`src/rtl/tmrq_pkg.sv`:
```
// Package for the timer expiry queue: sizes, operation and status codes, beat types.
// Has no dependencies. Every module of the timer expiry queue imports it.
package tmrq_pkg;

    localparam int MAX_TIMERS = 16;
    localparam int IDX_W      = $clog2(MAX_TIMERS);
    localparam int CNT_W      = IDX_W + 1;
    localparam int TIME_W     = 48;
    localparam int WORD_W     = 32;

    localparam logic [1:0] KIND_REGISTER   = 2'd0;
    localparam logic [1:0] KIND_UNREGISTER = 2'd1;
    localparam logic [1:0] KIND_POLL       = 2'd2;

    localparam logic [2:0] ST_REGISTERED = 3'd0;
    localparam logic [2:0] ST_FULL       = 3'd1;
    localparam logic [2:0] ST_REMOVED    = 3'd2;
    localparam logic [2:0] ST_NOT_FOUND  = 3'd3;
    localparam logic [2:0] ST_FIRED      = 3'd4;
    localparam logic [2:0] ST_NOTHING    = 3'd5;

    typedef struct packed {
        logic [1:0]        kind;
        logic [TIME_W-1:0] now_time;
        logic [WORD_W-1:0] delay;
        logic [WORD_W-1:0] interval;
        logic [WORD_W-1:0] user_tag;
        logic [3:0]        slot_sel;
    } t_in_beat;

    typedef struct packed {
        logic [2:0]        status;
        logic [3:0]        timer_id_res;
        logic [WORD_W-1:0] user_tag_res;
        logic              last;
    } t_out_beat;

endpackage

```
`src/rtl/timer_expiry_queue_core.sv`:
```
// Timer expiry queue top level: slot valid flags, expiry and period/tag memories, control.
// Depends on tmrq_pkg.
//
// Usage: one input channel (i_in_valid, o_in_stall, i_in) carries register, unregister
// and poll beats; one output channel (o_out_valid, i_out_stall, o_out) returns results.
// The block handles one input beat at a time and stalls its input while busy.
// Register and unregister give one result each, written from the EXEC state once the output is free.
// A poll scans all slots through the expiry memory once per fired timer: each pass runs
// through SCAN, DRAIN and PICK, and a fire goes back to SCAN unless it was the last one;
// a poll with nothing due gives its single result after one pass.
// The scan is bound by the single read port of the expiry memory, one slot per cycle.
// Results leave through an output register; while the receiver stalls, the held beat
// stays put and the block waits before writing the next result, so the input side can
// take a new beat as soon as the last result of the previous one sits in that register.
// Reset frees every slot at once; the memories need no clearing pass and the block
// accepts beats in the first cycle after reset.
module timer_expiry_queue_core (
    input  logic               i_clk,
    input  logic               i_rst_n,
    input  logic               i_in_valid,
    output logic               o_in_stall,
    input  tmrq_pkg::t_in_beat  i_in,
    output logic               o_out_valid,
    input  logic               i_out_stall,
    output tmrq_pkg::t_out_beat o_out
);
    import tmrq_pkg::*;

    typedef enum logic [2:0] {
        S_IDLE,
        S_EXEC,
        S_SCAN,
        S_DRAIN,
        S_PICK,
        S_FIRE
    } t_state;

    t_state                  r_state;
    t_in_beat                r_item;
    t_out_beat               r_out;
    logic                    r_out_valid;
    logic [MAX_TIMERS-1:0]   r_valid;
    logic [MAX_TIMERS-1:0]   r_fired;
    logic [IDX_W-1:0]        r_idx;
    logic [IDX_W-1:0]        r_cmp_idx;
    logic                    r_cmp_act;
    logic [CNT_W-1:0]        r_cnt;
    logic                    r_found;
    logic [TIME_W-1:0]       r_best_exp;
    logic [IDX_W-1:0]        r_best_idx;

    logic [TIME_W-1:0]       exp_mem [MAX_TIMERS];
    logic [2*WORD_W-1:0]     pt_mem  [MAX_TIMERS];
    logic [TIME_W-1:0]       r_exp_rd;
    logic [2*WORD_W-1:0]     r_pt_rd;

    logic                    out_free;
    logic                    free_ok;
    logic [IDX_W-1:0]        free_idx;
    logic                    cand;
    logic                    better;
    logic                    fire_go;
    logic [WORD_W-1:0]       rd_period;
    logic [WORD_W-1:0]       rd_tag;
    logic                    exp_we;
    logic [IDX_W-1:0]        exp_wa;
    logic [TIME_W-1:0]       exp_wd;
    logic                    pt_we;

    always_comb begin
        free_ok  = 1'b0;
        free_idx = '0;
        for (int i = MAX_TIMERS - 1; i >= 0; i--) begin
            if (!r_valid[i]) begin
                free_ok  = 1'b1;
                free_idx = IDX_W'(i);
            end
        end
    end

    assign out_free  = !r_out_valid || !i_out_stall;
    assign rd_period = r_pt_rd[2*WORD_W-1:WORD_W];
    assign rd_tag    = r_pt_rd[WORD_W-1:0];
    assign cand      = r_cmp_act && r_valid[r_cmp_idx] && !r_fired[r_cmp_idx]
                       && (r_exp_rd < r_item.now_time);
    assign better    = !r_found || (r_exp_rd < r_best_exp);
    assign fire_go   = (r_state == S_FIRE) && out_free;

    always_comb begin
        pt_we  = (r_state == S_EXEC) && (r_item.kind == KIND_REGISTER) && out_free && free_ok;
        exp_we = pt_we;
        exp_wa = free_idx;
        exp_wd = r_item.now_time + TIME_W'(r_item.delay);
        if (fire_go && (rd_period != '0)) begin
            exp_we = 1'b1;
            exp_wa = r_best_idx;
            exp_wd = r_item.now_time + TIME_W'(rd_period);
        end
    end

    always_ff @(posedge i_clk) begin
        if (exp_we) begin
            exp_mem[exp_wa] <= exp_wd;
        end
        if (pt_we) begin
            pt_mem[free_idx] <= {r_item.interval, r_item.user_tag};
        end
        r_exp_rd <= exp_mem[r_idx];
        r_pt_rd  <= pt_mem[r_best_idx];
    end

    always_ff @(posedge i_clk) begin
        if (!i_rst_n) begin
            r_state     <= S_IDLE;
            r_out_valid <= 1'b0;
            r_valid     <= '0;
            r_fired     <= '0;
            r_idx       <= '0;
            r_cmp_act   <= 1'b0;
            r_cnt       <= '0;
            r_found     <= 1'b0;
        end else begin
            if (r_out_valid && !i_out_stall) begin
                r_out_valid <= 1'b0;
            end
            r_cmp_act <= (r_state == S_SCAN);
            r_cmp_idx <= r_idx;
            if (cand) begin
                r_cnt <= r_cnt + 1'b1;
                if (better) begin
                    r_found    <= 1'b1;
                    r_best_exp <= r_exp_rd;
                    r_best_idx <= r_cmp_idx;
                end
            end
            case (r_state)
                S_IDLE: begin
                    if (i_in_valid) begin
                        r_item  <= i_in;
                        r_state <= S_EXEC;
                    end
                end
                S_EXEC: begin
                    case (r_item.kind)
                        KIND_REGISTER: begin
                            if (out_free) begin
                                r_out_valid        <= 1'b1;
                                r_out.user_tag_res <= '0;
                                r_out.last         <= 1'b1;
                                if (free_ok) begin
                                    r_valid[free_idx]  <= 1'b1;
                                    r_out.status       <= ST_REGISTERED;
                                    r_out.timer_id_res <= free_idx;
                                end else begin
                                    r_out.status       <= ST_FULL;
                                    r_out.timer_id_res <= '0;
                                end
                                r_state <= S_IDLE;
                            end
                        end
                        KIND_UNREGISTER: begin
                            if (out_free) begin
                                r_out_valid        <= 1'b1;
                                r_out.user_tag_res <= '0;
                                r_out.last         <= 1'b1;
                                r_out.timer_id_res <= r_item.slot_sel;
                                if (r_valid[r_item.slot_sel]) begin
                                    r_valid[r_item.slot_sel] <= 1'b0;
                                    r_out.status             <= ST_REMOVED;
                                end else begin
                                    r_out.status <= ST_NOT_FOUND;
                                end
                                r_state <= S_IDLE;
                            end
                        end
                        KIND_POLL: begin
                            r_fired <= '0;
                            r_idx   <= '0;
                            r_cnt   <= '0;
                            r_found <= 1'b0;
                            r_state <= S_SCAN;
                        end
                        default: begin
                            r_state <= S_IDLE;
                        end
                    endcase
                end
                S_SCAN: begin
                    r_idx <= r_idx + 1'b1;
                    if (r_idx == IDX_W'(MAX_TIMERS - 1)) begin
                        r_state <= S_DRAIN;
                    end
                end
                S_DRAIN: begin
                    r_state <= S_PICK;
                end
                S_PICK: begin
                    if (r_cnt == '0) begin
                        if (out_free) begin
                            r_out_valid        <= 1'b1;
                            r_out.status       <= ST_NOTHING;
                            r_out.timer_id_res <= '0;
                            r_out.user_tag_res <= '0;
                            r_out.last         <= 1'b1;
                            r_state            <= S_IDLE;
                        end
                    end else begin
                        r_state <= S_FIRE;
                    end
                end
                S_FIRE: begin
                    if (out_free) begin
                        r_out_valid          <= 1'b1;
                        r_out.status         <= ST_FIRED;
                        r_out.timer_id_res   <= r_best_idx;
                        r_out.user_tag_res   <= rd_tag;
                        r_out.last           <= (r_cnt == CNT_W'(1));
                        r_fired[r_best_idx]  <= 1'b1;
                        if (rd_period == '0) begin
                            r_valid[r_best_idx] <= 1'b0;
                        end
                        if (r_cnt == CNT_W'(1)) begin
                            r_state <= S_IDLE;
                        end else begin
                            r_idx   <= '0;
                            r_cnt   <= '0;
                            r_found <= 1'b0;
                            r_state <= S_SCAN;
                        end
                    end
                end
                default: begin
                    r_state <= S_IDLE;
                end
            endcase
        end
    end

    assign o_in_stall  = (r_state != S_IDLE);
    assign o_out_valid = r_out_valid;
    assign o_out       = r_out;

    a_fire_once: assert property (@(posedge i_clk) disable iff (!i_rst_n)
        fire_go |-> !r_fired[r_best_idx])
        else $error("A timer was chosen to fire twice in one poll.");

    a_fire_valid: assert property (@(posedge i_clk) disable iff (!i_rst_n)
        fire_go |-> r_valid[r_best_idx])
        else $error("A free slot was chosen to fire.");

    a_none_first: assert property (@(posedge i_clk) disable iff (!i_rst_n)
        (r_state == S_PICK) && (r_cnt == '0) |-> (r_fired == '0))
        else $error("A scan found nothing due after a timer had fired in this poll.");

    a_cnt_bound: assert property (@(posedge i_clk) disable iff (!i_rst_n)
        (r_state == S_PICK) |-> (r_cnt <= CNT_W'($countones(r_valid & ~r_fired))))
        else $error("Due count exceeds the number of live unfired timers.");

    a_fire_drops: assert property (@(posedge i_clk) disable iff (!i_rst_n)
        fire_go && (r_cnt != CNT_W'(1)) |=> (r_state == S_SCAN) && (r_idx == '0))
        else $error("A poll did not rescan after a fire that was not the last.");

endmodule
```
`config.mk`:
```
export PLATFORM = sky130hd
export DESIGN_NAME = timer_expiry_queue_core
export DESIGN_NICKNAME = d
export VERILOG_FILES = /design/src/rtl/tmrq_pkg.sv /design/src/rtl/timer_expiry_queue_core.sv
export SDC_FILE = /design/constraint.sdc
export NUM_CORES = 2
export LEC_CHECK = 0
export BUFFER_PORTS_ARGS = -buffer_cell sky130_fd_sc_hd__buf_2
export CAP_MARGIN = 30
export CORE_MARGIN = 8
export CORE_UTILIZATION = 50
export CTS_CLUSTER_DIAMETER = 80
export DETAILED_ROUTE_END_ITERATION = 8
export MAX_ROUTING_LAYER = met4
export PLACE_DENSITY = 0.63
export SYNTH_ARGS = -nofsm -noshare
export SYNTH_HDL_FRONTEND = slang
export SYNTH_SLANG_ARGS = --single-unit
```
`constraint.sdc`:
```
create_clock -name i_clk -period 19.1 [get_ports i_clk]
set_input_delay 1.91 -clock i_clk [delete_from_list [all_inputs] [get_ports i_clk]]
set_output_delay 1.91 -clock i_clk [all_outputs]
set_load 0.005 [all_outputs]
```
* Yosys cells after proc, flatten, opt, wreduce, memory -nomap -nowiden
Memories as Yosys holds them, arrays and structs flattened. A register that Yosys moved wholly into a read port is not among the register bits.
Cells that the tools add are included.
** Storage, ports and cells
- Memory bits (writable) :: 1792
- Flip-flop bits (word level) :: 293
- Logic and storage cells :: 198
- Memories :: 2
** Cells by class
- Eq/ne operators :: 22
- Multiplexer cells :: 99
- Reductions and logical operators :: 35
- Add/sub/neg operators :: 4
- Order comparisons :: 9
- Bitwise logic cells :: 6
** Memory list
- pt_mem :: depth 16, bits a word 64, rd ports 1, clocked after memory_dff 1, write ports 1, line timer_expiry_queue_core.sv:53 : logic [2*WORD_W-1:0] pt_mem [MAX_TIMERS];
- exp_mem :: depth 16, bits a word 48, rd ports 1, clocked after memory_dff 1, write ports 1, line timer_expiry_queue_core.sv:52 : logic [TIME_W-1:0] exp_mem [MAX_TIMERS];
** Operators by type and width (count)
- $mux W40 :: 5
- $mux W16 :: 8
- $pmux W40 S3 :: 1
- $add A48 B32 Y48 :: 2
- $lt A48 B48 Y1 :: 2
- $pmux W16 S2 :: 3
- $mux W4 :: 20
- $pmux W40 S2 :: 1
- $mux W48 :: 1
- $mux W1 :: 37
- $and A16 B16 Y16 :: 2
- $logic_not A32 Y1 :: 1
- $not A16 Y16 :: 2
- $or A16 B16 Y16 :: 2
- $reduce_bool A32 Y1 :: 1
- $mux W5 :: 5
- $lt A4 B5 Y1 const B :: 4
- $pmux W3 S6 :: 1
- $reduce_and A8 Y1 :: 2
- $mux W3 :: 5
- $bmux W1 S4 :: 3
- $demux W1 S4 :: 3
- $ge A4 B1 Y1 const B :: 3
- $logic_and A1 B1 Y1 :: 12
- other kinds (29) :: 49

* Depth between registers and ports, before layout
- Word-level depth :: 25
- Gate-level depth with buffers :: 17
- Depth with buffers taken out :: 16

* Worst setup path before layout
Ideal clock, no wire load.
- Kind :: input-to-reg
- From :: in i_rst_n
- To :: reg r_item[0] (netlist bit) (enable)
- Required time :: 18.436 ns
- Library setup time :: 0.664 ns
- Data arrival time :: 8.615 ns
- Stages :: 4
- Setup slack :: 9.821 ns
- Cell sequence :: clkbuf_1 -> buf_2 -> nand2_1 -> nor2_1
** Between the ends
- Word-level cells in the longest chain between the ends :: 1
** Ends and longest elaborated chain
- start, declared :: line timer_expiry_queue_core.sv:19 : input logic i_rst_n,
- $reduce_and A3 Y1 (no line)
- end signal, assigned :: line timer_expiry_queue_core.sv:139 : r_item <= i_in;
- end, declared :: line timer_expiry_queue_core.sv:39 : t_in_beat r_item;
No other way between the ends.
A chain may end at the register's enable or synchronous reset.

* Final worst setup path
- From :: in i_out_stall
- To :: mem exp_mem[0][36] (data pin)
** Between the ends
- Word-level cells in the longest chain between the ends :: 5
** Ends and longest elaborated chain
- start, declared :: line timer_expiry_queue_core.sv:24 : input logic i_out_stall,
- $logic_not A1 Y1 :: line timer_expiry_queue_core.sv:81 : assign out_free = !r_out_valid || !i_out_stall;
- $logic_or A1 B1 Y1 :: line timer_expiry_queue_core.sv:81
- $logic_and A1 B1 Y1 :: line timer_expiry_queue_core.sv:87 : assign fire_go = (r_state == S_FIRE) && out_free;
- $logic_and A1 B1 Y1 :: line timer_expiry_queue_core.sv:94 : if (fire_go && (rd_period != '0)) begin
- $mux W48 :: line timer_expiry_queue_core.sv:94
- named net exp_wd[36] :: line timer_expiry_queue_core.sv:67 : logic [TIME_W-1:0] exp_wd;
- end, declared :: line timer_expiry_queue_core.sv:52
The timed path passes the listed nets, and every way through them passes these cells.

==> flow_results.org <==
** Routing
- The detailed router finished its first iteration with 3977 violations.
- After detailed routing, the number of vias per cell comes to approximately 6.0.
- Post-route antenna net violation count :: 0
- Number of search-and-repair iterations in the first detailed-routing pass :: 5
- After detailed routing, the average wire length per cell comes to between 20 and 30 microns.
- Summed over all layers, the routed wires come to just under 200 mm.
- Number of vias in the routed layout :: 40686
- For this run, design rule violations remaining after detail routing come to 0.

** STA
- The final-report max-slew violation count is 0.
- Setup repair after global routing left no endpoint under its margin.
- Final Hold Vio Count :: 0
- For the final routed database, the setup TNS stands at 0 ns.
- Shortest period the worst path allows :: between 6 and 7 ns
- For this run, the top clock speed supported by timing is between 150 and 200 MHz.
- Setup violations remaining at the end of the flow were counted as 0.
- At the pin with the least slew margin, the transition time is 1.09 ns.
- Between clock sinks in the finished design, the worst skew comes to around 0.031 ns.
- In this run the tightest slew margin relative to its limit is roughly 27%.
- Across all hold checks on the routed design, the worst slack comes to about 0.47 ns.
- In the post-route analysis, the smallest setup slack over all paths is around 13 ns.
- After layout, the worst path uses between 30% and 40% of the clock period.

** Worst setup path
- The largest individual stage delay along the critical path comes from the cell sky130_fd_sc_hd__xnor2_1.
- The worst setup path is launched from an input port.
- Counting stages on the worst path, the most repeated cell is sky130_fd_sc_hd__o21ai_0.
- For the worst setup path, the data required time is about 20 ns.
- Along the worst path, the maximum fanout reaches 43.
- Worst R2R Path Depth :: 14
- Walking the worst path, the cells encountered are buf_2, and2_1, nor3_2, buf_4, mux2_2, ha_1, a21oi_1, o21ai_0, a211oi_1, nor4b_1, nand3_1, a31oi_2, o21ai_0, xnor2_1.
- Data arrives at the worst endpoint at 6.90 ns.
- Worst Setup Path Type :: input port to flop
- Largest stage delay, worst path :: just under 0.9 ns
- Nature of the critical path endpoint :: flop

** Floorplan
- Num ports :: approximately 200
- The die covers ~0.18 sq mm.
- Number of rows in the core area :: 151
- The initial utilization of the core area, before any placement, comes to approximately 50%.
- Area of the core region :: ~0.17 sq mm
- The die is between 400 and 500 microns tall.
- In this run the horizontal extent of the chip is roughly 430 microns.

** Place
- Detailed placement ended at an HPWL of roughly 110 mm.
- # port buffers :: approximately 200
- Prior to clock tree synthesis, the placed netlist has a worst setup slack of ~12 ns.
- Count of placed standard cells including taps :: 6360
- The congestion estimate from routability-driven global placement came to 0.889.

** Layout
- The area growth from synthesis to layout is 13.7%.
- Nets@finish :: 4664
- The post-route netlist has between 20 and 30% of its cells at a drive strength greater than 1.
- The finished layout holds ~6800 standard cells, fillers aside.

** Worst hold path
- The worst hold path belongs to the class flop to flop.
- The worst hold path passes through 2 cells.

** Clocking
- Clock slew at reported path FFs :: ~0.060 ns
- Worst-Skew Late Latency :: 0.84 ns
- TritonCTS built the clock tree.
- Buffers inserted during clock tree synthesis total between 200 and 250.
- The H-tree generated during clock tree synthesis spans 4 levels.
- Number of post-CTS setup repair buffers :: 0
- Post-CTS repair changed the size of 0 cells.
- Hold-fix buffer count after cts :: 0
- The clock drives between 2000 and 2500 sinks.
- CTS max path bufs :: 3
- In this run the clock root is driven by a sky130_fd_sc_hd__clkbuf_16.

** Power
- Pwr dens :: approximately 100 mW/mm^2
- For this design the static power due to leakage is 31.3 nW.
- The worst-case IR drop observed on VDD is between 0.08 and 0.09 mV.
- Overall Power :: 10.1 mW

** Status
- Status :: finished clean

** Global route
- The initial antenna violation count came to 14.
- Global routing used 21.8% of the available tracks.
- The via count of the first global-routing pass was 41638.
- Entering global routing, the biggest net connects ~150 pins.
- The first global-routing pass estimated between 200 and 300 mm of wire.
- Remaining global-route overflow :: 0

** Logic synthesis
- Proportion of register bits with asynchronous set or reset after synthesis :: 0%
- In this run, synthesis inferred between 2000 and 2500 flip-flops with an integrated enable.
- Number of warnings issued by yosys :: 0
- Synthesis inferred around 2200 register bits.
- Mean instance size in the synthesized netlist :: about 21 sq um
- In the synthesized netlist the dominant register cell turns out to be sky130_fd_sc_hd__edfxtp_1.
- After synthesis the cells add up to about 0.085 sq mm.
- Count of mapped cells out of synthesis :: between 4000 and 5000
- Summing the sequential cell areas from Yosys gives 75.8% of the chip area.
- Synthesis instantiated 66 different standard cells from the library.
- Counting every net in the synthesized netlist gives approximately 4300.

** Run
- Number of violations of the max-capacitance limit :: 0
kinds of logic after synthesis:
kind of cell	Yosys count	share of synthesized area, %
fa+ha+maj	132	1.95
xor+xnor	41	0.423
flops	2197	75.8
buf+inv	299	1.34
simple gates	430	2.53
mux	613	15.6
compound gates	316	2.36
cells in the final DEF, fill, tap and decap left out, types with 11 or more instances in the layout:
cell type and count:
sky130_fd_sc_hd__a21o_1 31, sky130_fd_sc_hd__dfxtp_1 155, sky130_fd_sc_hd__bufinv_16 17, sky130_fd_sc_hd__clkinv_1 24, sky130_fd_sc_hd__and3_1 48, sky130_fd_sc_hd__edfxtp_1 2038, sky130_fd_sc_hd__nand2_1 96, sky130_fd_sc_hd__nand2b_1 11
sky130_fd_sc_hd__clkbuf_8 28, sky130_fd_sc_hd__buf_2 195, sky130_fd_sc_hd__nor3_1 34, sky130_fd_sc_hd__a211oi_1 11, sky130_fd_sc_hd__a31oi_1 31, sky130_fd_sc_hd__clkinv_2 55, sky130_fd_sc_hd__nor2_4 33, sky130_fd_sc_hd__inv_1 120
sky130_fd_sc_hd__clkbuf_1 41, sky130_fd_sc_hd__xnor2_1 31, sky130_fd_sc_hd__nand4_1 34, sky130_fd_sc_hd__clkbuf_16 220, sky130_fd_sc_hd__nand3_1 17, sky130_fd_sc_hd__nor2b_1 16, sky130_fd_sc_hd__o21ai_0 73, sky130_fd_sc_hd__a21oi_1 77
sky130_fd_sc_hd__o211ai_1 24, sky130_fd_sc_hd__ha_1 131, sky130_fd_sc_hd__buf_4 106, sky130_fd_sc_hd__mux2i_1 12, sky130_fd_sc_hd__mux4_2 567, sky130_fd_sc_hd__nor2_1 75, sky130_fd_sc_hd__nor4_1 21, sky130_fd_sc_hd__mux2_2 32
routing by layer:
layer | track usage (%) | wire (microns) | up-vias
met4 | 4.86 | 3780 | 0
met1 | 29.2 | 82600 | 21701
li1 | - | - | 17451
met2 | 36.4 | 101000 | 1253
met5 | - | 0 | -
met3 | 2.88 | 10300 | 281
worst max-delay path, delay by kind of cell:
kind                       cells  cell delay [ns]
xor gates and xnor gates       1             0.89
and+or+nand+nor                4             1.08
adders and majority gates      1             0.38
muxes                          1             0.43
AOI/OAI and AO/OA              5             1.48
buffers and inverters          2             0.60
report_power, final:
part	internal (mW)	switching [mW]
clock network	2.46	1.81
logic	0.143	0.234
registers	5.38	0.0700
state kept, by name (all words and copies together) (netlist names):
signal	count
pt_mem	1024
exp_mem	768
r_item	150
r_pt_rd	64
r_best_exp	48
r_exp_rd	48
o_out	40
r_fired	16
r_valid	16
r_cnt	5
r_best_idx	4
r_cmp_idx	4
r_idx	4
r_state	3
o_out_valid	1
r_cmp_act	1
r_found	1
Yosys cell counts (4+ instances only):
cell                       instances  area, sq um
sky130_fd_sc_hd__edfxtp_1       2038        61200
sky130_fd_sc_hd__mux4_2          567        12800
sky130_fd_sc_hd__dfxtp_1         159         3180
sky130_fd_sc_hd__ha_1            131         1640
sky130_fd_sc_hd__clkbuf_1        126          473
sky130_fd_sc_hd__inv_1           120          450
sky130_fd_sc_hd__nor2_1          108          405
sky130_fd_sc_hd__nand2_1          96          360
sky130_fd_sc_hd__a21oi_1          77          385
sky130_fd_sc_hd__o21ai_0          73          365
sky130_fd_sc_hd__and3_1           48          300
sky130_fd_sc_hd__buf_1            43          161
sky130_fd_sc_hd__nor3_1           35          175
sky130_fd_sc_hd__nand4_1          34          213
sky130_fd_sc_hd__a31oi_1          32          200
sky130_fd_sc_hd__mux2_2           32          360
sky130_fd_sc_hd__a21o_1           31          233
sky130_fd_sc_hd__xnor2_1          31          272
sky130_fd_sc_hd__o211ai_1         24          180
sky130_fd_sc_hd__nor4_1           22          138
sky130_fd_sc_hd__nand3_1          17         85.1
sky130_fd_sc_hd__nor2b_1          17          106
sky130_fd_sc_hd__mux2i_1          12          120
sky130_fd_sc_hd__a211oi_1         11         82.6
sky130_fd_sc_hd__nand2b_1         11         68.8
sky130_fd_sc_hd__xor2_1           10         87.6
sky130_fd_sc_hd__and2_1            9         56.3
sky130_fd_sc_hd__nor3b_1           9         67.6
sky130_fd_sc_hd__a22oi_1           8         60.1
sky130_fd_sc_hd__buf_2             8         40.0
sky130_fd_sc_hd__o21a_1            8         60.1
sky130_fd_sc_hd__a221oi_1          7         61.3
sky130_fd_sc_hd__or3_1             7         43.8
sky130_fd_sc_hd__nand3b_1          6         45.0
sky130_fd_sc_hd__o21bai_1          6         45.0
sky130_fd_sc_hd__o31a_1            6         52.6
sky130_fd_sc_hd__o21ai_1           4         20.0
sky130_fd_sc_hd__o311ai_0          4         35.0
layout make-up:
cell class / instances / area [sq um]
clock inverter: 122 / 1200
fill: 12371 / 72500
timing repair buffer: 312 / 2040
sequential: 2197 / 64400
tap: 2218 / 2780
inverter: 120 / 450
clock buffer: 289 / 6040
multi-input combinational: 1532 / 19700
antenna: 2 / 5.00
final timing paths:
| path | start | endpoint | slack (ns) |
|---|---|---|---|
| max | i_out_stall | exp_mem[0][36]$_DFFE_PP_ | 12.67 |
| min | r_fired[12]$_SDFFE_PN0P_ | r_fired[12]$_SDFFE_PN0P_ | 0.47 |
| max reg2reg | r_state[1]$_SDFFE_PN0P_ | exp_mem[0][36]$_DFFE_PP_ | 12.90 |
| min reg2reg | r_fired[12]$_SDFFE_PN0P_ | r_fired[12]$_SDFFE_PN0P_ | 0.47 |
stage by stage:
step | cell area (sq um) | utilization [%]
finish | 96600 | 57.2
global route | 96600 | 57.2
CTS | 96400 | 57.0
detailed placement | 89100 | 52.7
global placement | 89000 | 52.6
floorplan | 85000 | -
Power figures use the tool's default switching activity.
